==> src/e2q_pkg.sv <==
package e2q_pkg;

    // Field widths and pipeline depth
    localparam int ANGLE_BITS     = 16;
    localparam int COMPONENT_BITS = 16;
    localparam int TRIG_STAGES    = 16;

    // Internal fixed point: Q2.30 sine, cosine and angle
    localparam int TRIG_W     = 32;
    localparam int Q_FRAC     = 30;
    localparam int Z_W        = TRIG_W + 2;
    localparam int Z_SHIFT    = TRIG_W - ANGLE_BITS;
    localparam int STAGE_W    = $clog2(TRIG_STAGES);
    localparam int ATAN_IDX_W = 5;

    // Axis slots
    localparam int NUM_AXES      = 3;
    localparam int AXIS_HEADING  = 0;
    localparam int AXIS_ATTITUDE = 1;
    localparam int AXIS_BANK     = 2;

    // Stream widths, padded to whole bytes
    localparam int S_TDATA_W = ((NUM_AXES * ANGLE_BITS + 7) / 8) * 8;
    localparam int M_TDATA_W = ((4 * COMPONENT_BITS + 7) / 8) * 8;

    // Output rounding and saturation
    localparam int OUT_SHIFT = TRIG_W - COMPONENT_BITS;

    typedef logic signed [ANGLE_BITS-1:0]     angle_t;
    typedef logic signed [TRIG_W-1:0]         trig_t;
    typedef logic signed [Z_W-1:0]            wide_t;
    typedef logic signed [COMPONENT_BITS-1:0] comp_t;
    typedef logic signed [2*TRIG_W-1:0]       prod_t;

    localparam trig_t CORDIC_GAIN = TRIG_W'(64'h26DD3B6A);
    localparam wide_t HALF_PI     = Z_W'(64'h6487ED51);
    localparam wide_t PI_Q30      = Z_W'(64'hC90FDAA2);
    localparam wide_t OUT_ROUND   = Z_W'((64'd1 << OUT_SHIFT) >> 1);
    localparam wide_t COMP_LIM    = Z_W'(64'd1 << (COMPONENT_BITS - 2));

    typedef angle_t [NUM_AXES-1:0] angle_set_t;

    // One axis in flight through the rotator
    typedef struct packed {
        trig_t x;
        trig_t y;
        trig_t z;
        logic  neg;
    } rot_t;

    typedef rot_t [NUM_AXES-1:0] rot_set_t;

    // Result; w sits in the lowest bits
    typedef struct packed {
        comp_t z;
        comp_t y;
        comp_t x;
        comp_t w;
    } quat_t;

    // Arctangent of 2^-i in Q2.30
    function automatic trig_t atan_q30(input logic [ATAN_IDX_W-1:0] idx);
        logic [31:0] v;
        case (idx)
            5'd0:    v = 32'h3243F6A8;
            5'd1:    v = 32'h1DAC6705;
            5'd2:    v = 32'h0FADBAFC;
            5'd3:    v = 32'h07F56EA6;
            5'd4:    v = 32'h03FEAB76;
            5'd5:    v = 32'h01FFD55B;
            5'd6:    v = 32'h00FFFAAA;
            5'd7:    v = 32'h007FFF55;
            5'd8:    v = 32'h003FFFEA;
            5'd9:    v = 32'h001FFFFD;
            5'd10:   v = 32'h000FFFFF;
            5'd11:   v = 32'h0007FFFF;
            5'd12:   v = 32'h0003FFFF;
            5'd13:   v = 32'h0001FFFF;
            5'd14:   v = 32'h0000FFFF;
            5'd15:   v = 32'h00007FFF;
            5'd16:   v = 32'h00003FFF;
            5'd17:   v = 32'h00001FFF;
            5'd18:   v = 32'h00000FFF;
            5'd19:   v = 32'h000007FF;
            5'd20:   v = 32'h000003FF;
            5'd21:   v = 32'h000001FF;
            5'd22:   v = 32'h000000FF;
            5'd23:   v = 32'h0000007F;
            5'd24:   v = 32'h0000003F;
            5'd25:   v = 32'h0000001F;
            5'd26:   v = 32'h0000000F;
            5'd27:   v = 32'h00000008;
            5'd28:   v = 32'h00000004;
            5'd29:   v = 32'h00000002;
            5'd30:   v = 32'h00000001;
            default: v = 32'h00000000;
        endcase
        return trig_t'(v);
    endfunction

    // Q2.30 product, floor shift back to Q2.30
    function automatic trig_t mul_q30(input trig_t a, input trig_t b);
        prod_t p;
        p = a * b;
        return p[Q_FRAC +: TRIG_W];
    endfunction

    // Round half up to the output format and clamp to +-1.0
    function automatic comp_t round_sat(input wide_t v);
        wide_t r;
        r = (v + OUT_ROUND) >>> OUT_SHIFT;
        if (r > COMP_LIM) begin
            r = COMP_LIM;
        end else if (r < -COMP_LIM) begin
            r = -COMP_LIM;
        end
        return r[COMPONENT_BITS-1:0];
    endfunction

endpackage

==> src/e2q_fold.sv <==
module e2q_fold
    import e2q_pkg::*;
(
    input  logic       aclk,
    input  logic       aresetn,
    input  logic       in_valid,
    output logic       in_ready,
    input  angle_set_t in_angles,
    output logic       out_valid,
    input  logic       out_ready,
    output rot_set_t   out_data
);

    logic     valid_reg;
    rot_set_t data_reg;
    rot_set_t data_next;

    assign in_ready  = !valid_reg || out_ready;
    assign out_valid = valid_reg;
    assign out_data  = data_reg;

    // Halve and scale to Q2.30, fold into the right half plane
    always_comb begin
        wide_t z0;
        wide_t z1;
        logic  neg;
        data_next = '0;
        for (int a = 0; a < NUM_AXES; a++) begin
            z0  = Z_W'(in_angles[a]) <<< Z_SHIFT;
            z1  = z0;
            neg = 1'b0;
            if (z0 > HALF_PI) begin
                z1  = z0 - PI_Q30;
                neg = 1'b1;
            end else if (z0 < -HALF_PI) begin
                z1  = z0 + PI_Q30;
                neg = 1'b1;
            end
            data_next[a].x   = CORDIC_GAIN;
            data_next[a].y   = '0;
            data_next[a].z   = z1[TRIG_W-1:0];
            data_next[a].neg = neg;
        end
    end

    // Advance when the next stage has room
    always_ff @(posedge aclk) begin
        if (!aresetn) begin
            valid_reg <= 1'b0;
        end else if (in_ready) begin
            valid_reg <= in_valid;
        end
    end

    always_ff @(posedge aclk) begin
        if (in_ready && in_valid) begin
            data_reg <= data_next;
        end
    end

endmodule

==> config.mk <==
export PLATFORM = sky130hd
export DESIGN_NAME = e2q_fold
export DESIGN_NICKNAME = d
export VERILOG_FILES = /design/src/e2q_pkg.sv /design/src/e2q_fold.sv
export SDC_FILE = /design/constraint.sdc
export NUM_CORES = 1
export LEC_CHECK = 0
export BUFFER_PORTS_ARGS = -buffer_cell sky130_fd_sc_hd__buf_2
export CAP_MARGIN = 25
export CORE_AREA = 2 2 134 136
export CTS_CLUSTER_SIZE = 25
export DETAILED_ROUTE_END_ITERATION = 8
export DIE_AREA = 0 0 136 138
export GPL_TIMING_DRIVEN = 0
export PLACE_DENSITY_LB_ADDON = 0.15
export RECOVER_POWER = 50
export SETUP_SLACK_MARGIN = 0.4
export SLEW_MARGIN = 0
export SYNTH_ARGS = -nofsm -noshare
export SYNTH_HDL_FRONTEND = slang
export SYNTH_SLANG_ARGS = --single-unit
==> constraint.sdc <==
create_clock -name aclk -period 2.7 [get_ports aclk]
set_clock_uncertainty 0.05 [all_clocks]
set_input_delay 0.27 -clock aclk [delete_from_list [all_inputs] [get_ports aclk]]
set_output_delay 0.27 -clock aclk [all_outputs]
set_load 0.05 [all_outputs]
==> flow_summary.ini, run 1 <==
[power_and_ir_drop]
p_leak_nw = 3.52
peakVddDrop_mv = 0.230
p_per_area_nw_per_um2 = 531
fin_total_pwr_mw = 3.80

[timing]
finalCritPeriodShare_pct = 80.4
finalSetupViolCount = 0
worst_slack_ns = 0.530
relSlewSlack_pct = 53.6
setup_tns_ns = 0
whs_ns = 0.144
worst_pin_slew_ns = 0.699
finalMaxSlewViolations = 0
max_freq_mhz = 461
hold_viol = 0
period_needed_ns = 2.17
rsz0062_at_grt = false

[placement]
port_buffers = 132
hpwl_mm = 10.7
finalWeightedCongestion = 0.794
place_ws_ns = 0.181

[floorplanning]
die_h_um = 138
die_w_um = 136
coreArea_sq_um = 17500
num_io_pins = 345
initial_core_util_pct = 30.1
fp-row-count = 49
die-area_sq_um = 18800

[synth]
synth_edf_count = 57
ys_ff_latch = 58
synthDistinctLibCells = 61
ys.flop_type = edfxtp_1
synth_area_sq_um = 5280
yosys.area.top_type = buf_4
yosysWarningCount = 0
postSynth.asyncResetShare_pct = 0
synth.area.top_cells = buf_4 33%, edfxtp_1 32%, xnor2_1 3.8%
yosysTopAreaCellShare_pct = 33.3
synthCells = 565
syn_area_per_cell_sq_um = 9.34
ys_seq_area_share_pct = 32.8

[layout]
nets = 965
antenna_cells = 0
layout-area-overhead-vs-synth_pct = 35.6
drive_above_1_share_pct = 34.6
final_core_util_pct = 40.8

[setup_path]
cp_top_family = simple AND/OR/NAND/NOR gates
critPathMaxFanout = 9
crit_arrival_ns = 2.19
r2r_start = out_valid$_SDFFE_PN0N_
slowest_delay_ns = 0.42
path_class = in -> reg
r2r_end = out_data[208]$_DFFE_PP_
reg2reg_depth = 3
crit_required_ns = 2.72
reg2reg_slack_ns = 1.11
end_kind = flip-flop
start_kind = input pin
crit_buf_inv = 4
cp_slowest_cell = or3b_4
crit_path_cell_trace = buf_2 > inv_1 > ha_1 > or3b_4 > a2111oi_4 > or2_1 > buf_6 > inv_4 > a22o_1 > xor2_1

[drt]
drt_wl_total_mm = 12.9
first_pass_iters = 5
drt-initial-drc-count = 219
drc = 0
vias = 4175
wl_per_cell_um = 11.3
vias_per_cell = 3.67
ant_nets = 0

[clock_tree]
cts_resized = 0
cts_hold_buf = 0
cts_buffers = 9
root_buffer = clkbuf_16
clk_pin_slew_ns = 0.05
htree_levels = 3
clk_latency_ns = 0.32
clock_sinks = 58
cts_tree = yes
clk_path_buf_depth = 2

[min_path]
worstHoldStart = aresetn
whs_path_depth = 2
min_to = out_valid$_SDFFE_PN0N_
min_path_type = in -> reg

[global_route]
antenna_found_initial = 0
grt_overflow = 0
grt_pass1_wl_mm = 19.1
grt_pass1_vias = 3678
grt_max_degree = 38
grtUsageTotal_pct = 12.9

[run]
cap_violations = 0

[outcome]
outcome = complete, no violations
-- Yosys cell counts, types with 8 or more instances --
| cell type | n |
|---|---|
| clkbuf_1 | 17 |
| inv_1 | 19 |
| xor2_1 | 10 |
| nand3_1 | 10 |
| a21oi_1 | 8 |
| nand2_1 | 25 |
| nor2_1 | 19 |
| ha_1 | 9 |
| xnor2_1 | 23 |
| edfxtp_1 | 57 |
| buf_4 | 234 |
| a31oi_1 | 8 |
| o21ai_0 | 15 |
-- worst max-delay path by stage --
stage	endpoint	start	slack (ns)	cells past startpoint
2_1_floorplan	out_data[111]$_DFFE_PP_	out_valid$_SDFFE_PN0N_	0.43	2
3_3_place_gp	out_data[217]$_DFFE_PP_	in_angles[36]	0.18	10
3_5_place_dp	out_data[217]$_DFFE_PP_	in_angles[36]	0.18	10
4_1_cts	out_data[217]$_DFFE_PP_	in_angles[36]	0.52	10
5_1_grt	out_data[217]$_DFFE_PP_	in_angles[37]	0.40	10
6_report	out_data[217]$_DFFE_PP_	in_angles[36]	0.53	10
-- state kept, by name, indices dropped and copies added (netlist names) --
register	cells
out_valid	1
out_data	57
-- kinds of logic (layout without fill, tap and decap cells) --
group                    after synthesis  after routing  synth area share (%)
other                                  2            195                 0.142
AO/OA/AOI/OAI                         84             84                  12.3
flip-flops                            58             58                  32.8
adder cells (fa/ha/maj)                9              9                  2.13
AND/OR/NAND/NOR                      101            101                  10.3
buffers and inverters                278            428                  36.8
XOR/XNOR                              33             33                  5.48
-- layout make-up --
cell class | count | area [sq um]
buffer | 255 | 1850
clock buffer | 10 | 229
clock inverter | 5 | 46.3
fill | 1881 | 10400
inverter | 23 | 88.8
multi-input combinational | 422 | 2330
sequential | 58 | 1730
tap | 229 | 287
timing repair buffer | 135 | 589
-- layout by cell type (no fill, tap or decap), types with 9 or more instances in the layout --
master / Yosys / routed
nand3_1: 10 / 10
conb_1: 2 / 195
ha_1: 9 / 9
clkbuf_16: 0 / 9
buf_4: 234 / 236
nor2_1: 19 / 19
xnor2_1: 23 / 23
edfxtp_1: 57 / 57
inv_1: 19 / 19
o21ai_0: 15 / 15
clkbuf_1: 17 / 103
xor2_1: 10 / 10
nand2_1: 25 / 25
buf_2: 2 / 49
-- power breakdown --
part | internal (mW) | switching (mW) | total, mW
combinational | 0.397 | 1.23 | 1.63
clock | 0.696 | 0.373 | 1.07
sequential | 1.08 | 0.0246 | 1.10
-- per-stage QoR --
stage                     cells  instance area [sq um]
after floorplan             758                   6000
after global placement     1119                   6950
after detailed placement   1120                   6970
after CTS                  1135                   7240
after global routing       1137                   7150
final                      1137                   7150
-- metal layers --
layer  global-route usage [%]  vias to the layer above  share of wire, %
met2                     23.6                      204                50
li1                         -                     2187                 -
met5                        0                        -                 0
met4                     4.71                        0               1.3
met1                     14.2                     1773                39
met3                     3.15                       11               9.0
-- what timing repair did --
item | 4_1_cts | 5_1_grt
buffers inserted | 0 | 2
setup endpoints to repair | 0 | 1
hold endpoints to repair | 0 | 0
(Power assumes the default switching activity.)
==> run 2: changes to the inputs <==
- clock period: 2.7 -> 2 ns (I/O delays scaled with it)
==> run 2 against run 1 <==
  * Total power up 40%
  * Die area unchanged
  * Wire length up 4.6%
  * Via count up 5.4%
  * Count of clock-buffer cells in the layout up 3
  * Sequential cell count unchanged
  * Combinational power up 43%
  * Global-route usage up 0.38 points
  * Final cell count up 2.8%
  * First-iteration DRC count down 23%
  * Critical path depth unchanged
  * Sequential share of layout area down 2.1 points
  * Largest power group unchanged
==> flow_summary.ini, run 2 (synthesis gave the netlist of run 1 again) <==
[drt]
first_pass_iters = 4
vias_per_cell = 3.77
drc = 0
drt-initial-drc-count = 169
vias = 4402
drt_wl_total_mm = 13.5
ant_nets = 0
wl_per_cell_um = 11.5

[clock_tree]
clk_pin_slew_ns = 0.05
cts_buffers = 9
htree_levels = 3
cts_tree = yes
cts_hold_buf = 0
clk_latency_ns = 0.32
root_buffer = clkbuf_16
clk_path_buf_depth = 2
clock_sinks = 58

[timing]
finalSetupViolCount = 0
finalMaxSlewViolations = 0
worst_slack_ns = 0.131
hold_viol = 0
setup_tns_ns = 0
rsz0062_at_grt = true
worst_pin_slew_ns = 0.755
relSlewSlack_pct = 49.6
finalCritPeriodShare_pct = 93.4
period_needed_ns = 1.87
max_freq_mhz = 535

[setup_path]
reg2reg_depth = 2
path_depth = 10
crit_buf_inv = 4
crit_arrival_ns = 1.87
r2r_end = out_data[21]$_DFFE_PP_
crit_path_cell_trace = buf_2 > inv_2 > ha_2 > nor2b_1 > o21ai_1 > a21o_1 > inv_1 > buf_6 > a32oi_2 > xnor2_1
start_kind = input pin
reg2reg_slack_ns = 0.51
cp-endpoint = out_data[27]$_DFFE_PP_
r2r_start = out_valid$_SDFFE_PN0N_
critPathMaxFanout = 10
end_kind = flip-flop
slowest_delay_ns = 0.39
path_class = in -> reg
worstSetupStartpoint = in_angles[0]
cp_top_family = compound AO/OA/AOI/OAI gates
crit_required_ns = 2.00
cp_slowest_cell = a21o_1

[layout]
largest_reg_flops = 57
fill_cells = 1801
final_cell_mix = 262 x buf_4, 195 x conb_1, 103 x clkbuf_1
layout-area-overhead-vs-synth_pct = 48.5
drive_above_1_share_pct = 41.8
layout_commonest_cell = buf_4
fin_area_sq_um = 7840
nets = 996
antenna_cells = 0

[placement]
port_buffers = 132
hpwl_mm = 10.5
dpl_cell_area_sq_um = 7180
finalWeightedCongestion = 0.776
place_ws_ns = -0.393

[global_route]
grt_overflow = 0
grt_pass1_vias = 3918
grt_max_degree = 58
grt_pass1_wl_mm = 19.8
grtUsageTotal_pct = 13.2
antenna_found_initial = 0

[min_path]
worstHoldStart = aresetn
min_path_type = in -> reg

[floorplanning]
coreArea_sq_um = 17500
die_w_um = 136
die_h_um = 138
fp-row-count = 49
die-area_sq_um = 18800
initial_core_util_pct = 30.1
num_io_pins = 345

[run]
cap_violations = 0

[outcome]
outcome = complete, no violations

[power_and_ir_drop]
p_per_area_nw_per_um2 = 679
p_leak_nw = 3.77
peakVddDrop_mv = 0.433
run 2: report_power, final:
group          switching, mW  internal (mW)
clock network          0.510          0.994
logic                   1.71          0.618
registers             0.0342           1.45
run 2: worst min-delay path by stage:
stage	endpoint	cells past startpoint
after floorplan	out_valid$_SDFFE_PN0N_	2
after global placement	out_valid$_SDFFE_PN0N_	2
after detailed placement	out_valid$_SDFFE_PN0N_	2
after CTS	out_valid$_SDFFE_PN0N_	2
after global routing	out_valid$_SDFFE_PN0N_	2
final	out_valid$_SDFFE_PN0N_	2
run 2: layout make-up:
class	instances	area (sq um)	area share (%)
repair buffers	166	892	11.4
clock inverters	3	40.0	0.511
clock buffers	13	250	3.19
inverters	23	141	1.80
multi-input cells	422	2580	32.9
flip-flops and latches	58	1730	22.1
plain buffers	255	1910	24.4
well taps	229	287	3.66
run 2: through the flow:
step	hold slack, ns	util, %	total power, mW	instances
detailed placement	0.409	41.0	3.77	1119
floorplan	0.281	-	3.48	758
global route	0.0969	44.7	5.53	1169
CTS	0.0628	44.4	5.35	1159
finish	0.0821	44.7	5.32	1169
global placement	0.405	41.0	3.76	1119
run 2: what timing repair did:
action,4_1_cts,5_1_grt
pin swaps,18,13
buffers inserted,24,10
resized for setup,35,33
endpoints found under the setup margin,34,41
run 2: per-layer routing:
layer	vias to the layer above	track usage, %	part of all wire (%)
met1	1937	14.3	38
li1	2251	-	-
met3	9	3.26	8.9
met4	0	4.93	1.1
met2	205	24.6	52
met5	-	0	0
==> run 3: changes to the inputs <==
- BUFFER_PORTS_ARGS: -buffer_cell sky130_fd_sc_hd__buf_2 -> -buffer_cell sky130_fd_sc_hd__buf_4
- CAP_MARGIN: 25 -> 20
- RECOVER_POWER: 50 -> 100
==> run 3 against run 2 <==
  * Non-clock buffer count decreased by 7
  * Critical path depth decreased by 1
  * Worst hold slack improved by 0.0094 ns
  * Sequential share of layout area decreased by 0.28 points
  * Count of clock-buffer cells in the layout increased by 1
  * Via count decreased by 0.41%
  * Global-route usage increased by 0.11 points
  * Total power increased by 1.4%
  * Setup slack improved by 0.0042 ns
  * Combinational power about the same
  * Sequential power about the same
==> flow_summary.ini, run 3 (synthesis gave the netlist of run 1 again) <==
[layout]
final_cell_mix = 278 x buf_4, 195 x conb_1, 76 x clkbuf_1
largest_reg_flops = 57
drive_above_1_share_pct = 44.2
layout_commonest_cell = buf_4
nets = 989
final_cells = 1162
layout-area-overhead-vs-synth_pct = 50.4
antenna_cells = 0

[timing]
finalSetupViolCount = 0
max_freq_mhz = 536
finalMaxSlewViolations = 0
finalCritPeriodShare_pct = 93.2
hold_viol = 0
relSlewSlack_pct = 49.6
period_needed_ns = 1.86
setup_tns_ns = 0
worst_pin_slew_ns = 0.756
rsz0062_at_grt = true

[global_route]
antenna_found_initial = 0
busiest_layer = met2
met3_usage_pct = 3.59
grt_pass1_vias = 3821
grt_pass1_wl_mm = 19.9
use_met2_pct = 23.8
grt.met1_usage_pct = 15.3
grt_max_degree = 58
grt_overflow = 0
grtUsageTotal_pct = 13.4

[setup_path]
slowest_delay_ns = 0.42
start_kind = input pin
crit_path_cell_trace = buf_12 > inv_12 > ha_4 > or3b_1 > a2111oi_2 > clkbuf_1 > nor2_2 > a31oi_1 > xnor2_1
end_kind = flip-flop
cp_slowest_cell = a2111oi_2
crit_required_ns = 2.01
critPathMaxFanout = 3
path_class = in -> reg
crit_arrival_ns = 1.87

[floorplanning]
fp-row-count = 49
die_h_um = 138
die_w_um = 136
num_io_pins = 345
coreArea_sq_um = 17500
initial_core_util_pct = 30.1
die-area_sq_um = 18800

[placement]
port_buffers = 132
dp.cells = 1119
finalWeightedCongestion = 0.792
hpwl_mm = 10.5

[clock_tree]
clk_pin_slew_ns = 0.05
htree_levels = 3
cts_tree = yes
cts_buffers = 9
root_buffer = clkbuf_16
clk_latency_ns = 0.32
cts_hold_buf = 0
clock_sinks = 58
clk_path_buf_depth = 2

[drt]
wl_per_cell_um = 11.5
vias = 4384
ant_nets = 0
vias_per_cell = 3.77
first_pass_iters = 4
drc = 0
drt-initial-drc-count = 201
drt_wl_total_mm = 13.3

[power_and_ir_drop]
p_per_area_nw_per_um2 = 680
p_leak_nw = 3.85
peakVddDrop_mv = 0.294

[run]
cap_violations = 0

[outcome]
outcome = complete, no violations

[min_path]
min_path_type = in -> reg
run 3: cell count changes in the layout (fill, tap and decap cells not counted), moves of 2 or more:
cell,change
a22oi_1,+2
buf_4,+16
clkbuf_1,-27
clkbuf_4,+37
buf_2,-34
o22ai_2,-2
a22oi_2,-2
nor2_4,-3
clkinvlp_2,+2
nor2_2,+2
run 3: layout make-up:
cell class | instances | area, sq um
Clock inverter | 2 | 35.0
Inverter | 23 | 144
Sequential cell | 58 | 1730
Tap cell | 229 | 287
Timing Repair Buffer | 159 | 1030
Clock buffer | 14 | 264
Multi-Input combinational cell | 422 | 2530
Buffer | 255 | 1910
Fill cell | 1783 | 9600
run 3: repair_timing:
item,in CTS,in global routing
endpoints found under the setup margin,33,42
resized for setup,35,26
pin swaps,18,7
buffers inserted,22,5
run 3: layer usage:
| layer | vias to the layer above | wire, um |
|---|---|---|
| li1 | 2240 | - |
| met1 | 1931 | 5130 |
| met2 | 198 | 6770 |
| met3 | 15 | 1240 |
| met4 | 0 | 204 |
| met5 | - | 0 |
run 3: power breakdown:
part	switching (mW)	leakage [nW]	internal (mW)
Combinational	1.70	3.14	0.655
Clock	0.521	0.147	1.03
Sequential	0.0328	0.563	1.45
Total	2.25	3.85	3.14
run 3: final timing paths:
| check | startpoint | endpoint | slack [ns] | cells after the start |
|---|---|---|---|---|
| setup / recovery | in_angles[5] | out_data[24]$_DFFE_PP_ | 0.14 | 9 |
| hold / removal | in_valid | out_valid$_SDFFE_PN0N_ | 0.09 | 3 |
| setup reg to reg | out_valid$_SDFFE_PN0N_ | out_data[20]$_DFFE_PP_ | 0.52 | 2 |
| hold reg to reg | out_valid$_SDFFE_PN0N_ | out_valid$_SDFFE_PN0N_ | 0.47 | 2 |
run 3: stage by stage:
stage                     hold WS (ns)  utilization, %  worst slack (ns)  cell area [sq um]  total power [mW]
after floorplan                  0.281               -           -0.0539               6240              3.48
after global routing            0.0906            45.3            0.0373               7940              5.60
after global placement           0.420            42.9            -0.364               7510              3.87
after detailed placement         0.424            42.9            -0.369               7510              3.87
after CTS                       0.0741            46.4             0.181               8130              5.50
final                           0.0914            45.3             0.135               7940              5.39
run 3: worst max-delay path, delay by kind of cell:
kind,cells,cell delay [ns]
buffers and inverters,3,0.43
XOR/XNOR,1,0.09
AND/OR/NAND/NOR,2,0.45
AO/OA/AOI/OAI,2,0.59
adder cells (fa/ha/maj),1,0.12
